File: config.mk
export PLATFORM = sky130hd
export DESIGN_NAME = ssrb_cell
export DESIGN_NICKNAME = d
export VERILOG_FILES = /design/src/sv/ssrb_pkg.sv /design/src/sv/ssrb_cell.sv
export SDC_FILE = /design/constraint.sdc
export NUM_CORES = 1
export LEC_CHECK = 0
export BUFFER_PORTS_ARGS = -buffer_cell sky130_fd_sc_hd__buf_2
export CAP_MARGIN = 0
export CELL_PAD_IN_SITES_DETAIL_PLACEMENT = 1
export CELL_PAD_IN_SITES_GLOBAL_PLACEMENT = 1
export CORE_ASPECT_RATIO = 1.4
export CORE_MARGIN = 1.5
export CORE_UTILIZATION = 30
export CTS_CLUSTER_DIAMETER = 120
export DETAILED_ROUTE_END_ITERATION = 8
export PLACE_DENSITY_LB_ADDON = 0.1
export SLEW_MARGIN = 5
export SYNTH_ARGS = -nofsm -noshare
export SYNTH_HDL_FRONTEND = slang
export SYNTH_SLANG_ARGS = --single-unit
File: constraint.sdc
create_clock -name clock -period 8.5 [get_ports clock]
set_input_delay 0.425 -clock clock [delete_from_list [all_inputs] [get_ports clock]]
set_output_delay 0.425 -clock clock [all_outputs]
set_load 0.02 [all_outputs]
File: src/sv/ssrb_pkg.sv
package ssrb_pkg;

   localparam int DEPTH    = 64;
   localparam int TAG_BITS = 16;
   localparam int SEQ_BITS = 32;
   localparam int DUP_BITS = 32;
   localparam int OCC_BITS = $clog2(DEPTH + 1);

   typedef enum logic [1:0] {
      OP_INSERT = 2'd0,
      OP_POP    = 2'd1,
      OP_LOOKUP = 2'd2
   } op_type;

   typedef enum logic [2:0] {
      ST_OK       = 3'd0,
      ST_DUP      = 3'd1,
      ST_FULL     = 3'd2,
      ST_EMPTY    = 3'd3,
      ST_NOTFOUND = 3'd4
   } status_type;

   typedef enum logic {
      S_IDLE = 1'b0,
      S_CMP  = 1'b1
   } state_type;

   typedef struct packed {
      logic                       valid;
      logic signed [SEQ_BITS-1:0] seq;
      logic [TAG_BITS-1:0]        tag;
   } cell_data_type;

   // broadcast to every cell in the chain
   typedef struct packed {
      logic                       cmp_en;
      logic signed [SEQ_BITS-1:0] cmp_seq;
      logic                       ins_en;
      logic signed [SEQ_BITS-1:0] ins_seq;
      logic [TAG_BITS-1:0]        ins_tag;
      logic                       pop_en;
   } cell_ctrl_type;

endpackage

File: src/sv/ssrb_cell.sv
module ssrb_cell import ssrb_pkg::*; (
   input  logic          clock,
   input  logic          reset,
   input  cell_ctrl_type ctrl,
   input  cell_data_type left_data,
   input  logic          left_lt,
   input  cell_data_type right_data,
   output cell_data_type data,
   output logic          lt,
   output logic          match,
   output cell_data_type hit
);

   cell_data_type data_ff, data_in;
   logic          lt_ff, lt_in;
   logic          match_ff, match_in;

   always_comb begin
      data_in  = data_ff;
      lt_in    = lt_ff;
      match_in = match_ff;
      if (ctrl.cmp_en) begin
         match_in = data_ff.valid && (data_ff.seq == ctrl.cmp_seq);
         lt_in    = data_ff.valid && ($signed(data_ff.seq) < $signed(ctrl.cmp_seq));
      end
      if (ctrl.ins_en) begin
         // entries below the key stay; the first cell past them takes the new one
         if (!lt_ff) begin
            if (left_lt) begin
               data_in.valid = 1'b1;
               data_in.seq   = ctrl.ins_seq;
               data_in.tag   = ctrl.ins_tag;
            end else begin
               data_in = left_data;
            end
         end
      end else if (ctrl.pop_en) begin
         data_in = right_data;
      end
   end

   always_ff @(posedge clock) begin
      if (reset) begin
         data_ff.valid <= 1'b0;
      end else begin
         data_ff <= data_in;
      end
      lt_ff    <= lt_in;
      match_ff <= match_in;
   end

   assign data  = data_ff;
   assign lt    = lt_ff;
   assign match = match_ff;
   assign hit   = match_ff ? data_ff : '0;

endmodule

After elaboration in Yosys (flattened, before gate mapping)
Index checks and enable logic that the tools add are counted.
- flip-flop bits (word level): 51
- latch bits: 0
- RAM bits: 0
- bits in read-only memories: 0
- input bits: 184
- output and inout bits: 100
- logic and storage cells: 19
- memories: 0
- add/subtract/negate cells: 0
- $mul: 0
- div/mod/pow operators: 0
- order comparisons: 1
- eq/ne operators: 2
- shifts and indexed selects: 0
- mux-type cells: 5
- bitwise gates (word level): 1
- reduce and logical (&&, ||, !) cells: 5
- operators by type and width (operator ; number):
    49-bit two-way mux ; 5
    32-bit == test ; 1
    32-bit < comparator ; 1
    3-bit AND reduction ; 1
    1-bit logical AND ; 2
    2-bit inequality test, second input constant ; 1
    2-bit AND reduction ; 1
    2-bit nonzero test ; 1
    1-bit NOT ; 1

Logic depth before layout (Yosys ltp)
- depth after elaboration: 3
- mapped depth: 8
- depth with buffers taken out: 8

Worst setup path after synthesis
OpenSTA, ideal clock, no wires.
- path type: input to register
- start point: input port ctrl[49] (netlist bit)
- end point: register data_ff, in the netlist data[0] (enable)
- setup time: 0.454 ns
- arrival time: 2.831 ns
- data required time: 8.046 ns
- slack: 5.215 ns
- stages on the path: 4
- path buffers: 1
- path through: clkbuf_1 nor2b_1 a21oi_1 nor2_1
- cells in the longest elaborated chain, start to end: 2
- elaborated cells between the ends (all ways): 3
- classes of those cells: eq/ne (1); reduce/logical (2)
- ends and longest elaborated chain (item ; line ; text):
    start: declaration ; ssrb_cell.sv:4 ; input cell_ctrl_type ctrl,
    2-bit inequality test (no source line) or 2-bit nonzero test (tied branches) ; -- ;
    3-bit AND reduction (no source line) * ; -- ;
    end signal: assignment ; ssrb_cell.sv:46 ; data_ff <= data_in;
    end: declaration ; ssrb_cell.sv:14 ; cell_data_type data_ff, data_in;
Mark *: on every way between the ends. The rest lies on a longest branch, timed or not.
A chain may end at the register's enable or synchronous reset.

Final worst setup path
- start point: register data_ff, in the netlist data[47]
- end point: register lt_ff (netlist: lt), data pin
- cells in the longest elaborated chain, start to end: 2
- ends and longest elaborated chain (item ; line ; text):
    32-bit < comparator ; ssrb_cell.sv:24 ; lt_in = data_ff.valid && ($signed(data_ff.seq) < $signed(ctrl.cmp_seq));
    1-bit logical AND ; ssrb_cell.sv:24 ;
    end signal: assignment ; ssrb_cell.sv:48 ; lt_ff <= lt_in;
    end: declaration ; ssrb_cell.sv:15 ; logic lt_ff, lt_in;
No other way between the ends.

==> results.toml <==
[run_status]
status = "completed"

[floorplanning]
dieArea_sq_um = 12960
dieWidth_um = 96.65
core_sq_um = 11880
rows = 47
io_pins = 284
die_h_um = 134.1
start_util_pct = 31.01

[critical_path]
crit_buf_inv = 0
path_delay_family = "simple AND/OR/NAND/NOR gates"
cpMaxStageDelayCell = "nor4_1"
worst-endpoint-arrival_ns = 2.30
critPathMaxStageDelay_ns = 0.52
path_cells = "ha_1 > nand4_1 > nor4_1 > o22ai_1 > mux2_1"
end_kind = "register"
critPathLaunchType = "register"
worst-path-max-fanout = 3
critPathKind = "register to register"
required_ns = 8.54

[logic_synthesis]
synthCells = 390
ys_warn_count = 0
syn_area_sq_um = 3684
synth-seq-cells = 51
synth_cell_types = 29
avgSynthCellArea_sq_um = 9.445
synth_fp_nets = 606
synth.yosys.seq_area_share_pct = 41.30

[timing]
maxSlewHeadroom_pct = 39.24
rsz0062_at_grt = "false"
hold_violations = 0
clock.fmax_mhz = 441.6
slew_viol_final = 0
skew_ns = 0.005200
setup_tns_ns = 0
tightest_slew_ns = 0.9113
hold_slack_ns = 0.3466
setup_viol_count_final = 0
post-route-period-util_pct = 26.64
fin_crit_ns = 2.265

[placed_design]
dp_hpwl_um = 10640
port_buffers = 283
gp_congestion = 0.7579

[detailed_routing]
wl_per_cell_um = 16.00
drt_pass1_iterations = 4
ant_nets = 0
post-route-drc-count = 0
drtIter0Drc = 55
totalWireLength_um = 12980
viasPerCell = 4.761
num_vias = 3861

[global_route]
first_global_vias = 4136
grtUsageTotal_pct = 19.29
grt_max_degree = 97
antenna_found_initial = 0
grt_overflow = 0
grt_pass1_wl_um = 20090

[layout]
fillCellCount = 1474
fin_nets = 878
final_util_pct = 45.45
syn2layout_area_growth_pct = 46.57
drive_above_1_share_pct = 44.80

[clock_tree]
cts_tree = "built"
insertion_delay_ns = 0.29
cts_repair_resize_count = 0
root_buffer = "clkbuf_16"
clk_pin_slew_ns = 0.07
post-cts-setup-buffers = 0
ctsHtreeMaxLevel = 2
holdBufCountCts = 0
clkSinkCount = 51
cts_buffers = 5
clk_path_buf_depth = 2

[power_and_ir_drop]
power-per-cell-area_nw_per_um2 = 133.7
total_power_mw = 0.7218
power_switching_share_pct = 28.05
p_comb_share_pct = 26.5
max-vdd-ir-drop_mv = 0.08555
leakage_nw = 2.858
p_seq_share_pct = 42.7
clockPowerShare_pct = 30.8
switching_power_mw = 0.2025
intPower_mw = 0.5193

[worst_hold_path]
hp-class = "primary input to register"

[flow_run]
max_cap_violations = 0
==> cell usage in the layout (no fill, tap or decap), drive strengths merged <==
cell,synthesis,final
a21o,2,2
o21ai,5,5
a221oi,1,1
nand3b,1,1
edfxtp,50,50
o22ai,1,1
mux2i,48,48
dfxtp,1,1
nor2b,3,3
nand2,8,8
nand3,3,3
nor3,2,2
a22o,1,1
o31a,1,1
nor2,52,52
a211oi,2,2
nand4,6,6
buf,6,287
diode,0,1
a21oi,62,62
mux2,1,1
clkinv,0,2
nor4,2,2
ha,32,32
bufinv,0,1
inv,34,34
clkbuf,16,5
and2,49,49
o211a,1,1
==> state kept, by name (all words and copies together), names as in the netlist <==
| signal | cells |
|---|---|
| lt | 1 |
| match | 1 |
| data | 49 |
==> kinds of logic (layout without fill, tap and decap cells) <==
group / count (synthesis) / in the layout / synth area share, %
buffers and inverters: 56 / 329 / 5.876
other: 0 / 1 / 0
AOI/OAI and AO/OA: 76 / 76 / 11.07
muxes: 49 / 49 / 13.35
DFF: 51 / 51 / 41.30
adders and majority gates: 32 / 32 / 10.87
and+or+nand+nor: 126 / 126 / 17.53
==> worst paths after layout <==
path,endpoint,cells past startpoint,slack (ns),start
setup reg to reg,lt,5,6.24,data[47]
setup / recovery,lt,5,6.24,data[47]
hold / removal,data[48],2,0.35,reset
hold reg to reg,data[48],2,0.69,data[48]
==> per-layer routing <==
| metal | vias to the layer above | track usage (%) | part of all wire (%) |
|---|---|---|---|
| met3 | 17 | 4.742 | 7.2 |
| met1 | 1755 | 19.60 | 36 |
| met5 | - | 0 | 0 |
| met4 | 0 | 5.797 | 1.8 |
| li1 | 1905 | - | - |
| met2 | 184 | 38.23 | 55 |
==> cells in the mapped netlist <==
master,instances,area (sq um)
nand4_1,5,31.28
and2_1,49,306.5
a221oi_1,1,8.760
o21ai_0,5,25.02
nand4_2,1,12.51
nor2b_1,3,18.77
o31a_1,1,8.760
a21oi_1,62,310.3
edfxtp_1,50,1501
nand3_1,3,15.01
a211oi_1,2,15.01
nor2_1,52,195.2
o211a_1,1,10.01
dfxtp_1,1,20.02
a22o_1,1,8.760
nor3_1,2,10.01
nor4_1,1,6.260
nor4_2,1,12.51
clkbuf_1,16,60.06
buf_1,1,3.750
buf_2,5,25.02
nand3b_1,1,7.510
ha_1,32,400.4
nand2_1,8,30.03
mux2_1,1,11.26
a21o_1,2,15.01
mux2i_1,48,480.5
o22ai_1,1,6.260
inv_1,34,127.6
==> final cells by class <==
cell class,count,area (sq um),share of cell area [%]
multi-input combinational,283,1953,36.18
antenna,1,2.502,0.04635
tap,147,183.9,3.407
clock inverter,3,38.79,0.7184
clock buffer,5,125.1,2.317
timing repair buffer,287,1446,26.79
sequential,51,1521,28.18
inverter,34,127.6,2.364
==> per-stage QoR <==
step	instances	setup slack (ns)	area [sq um]
CTS	810	6.218	5396
global placement	802	6.267	5233
global route	810	6.058	5396
floorplan	390	5.215	3684
finish	811	6.235	5399
detailed placement	802	6.174	5233
==> power by group through the flow <==
stage	Sequential [mW]	Clock (mW)	Combinational, mW
after floorplan	0.328	0	0.0913
after global placement	0.313	0	0.189
after detailed placement	0.314	0	0.194
after CTS	0.309	0.230	0.195
after global routing	0.311	0.236	0.212
final	0.308	0.222	0.191
No activity file was read; power rests on OpenSTA's default activity.
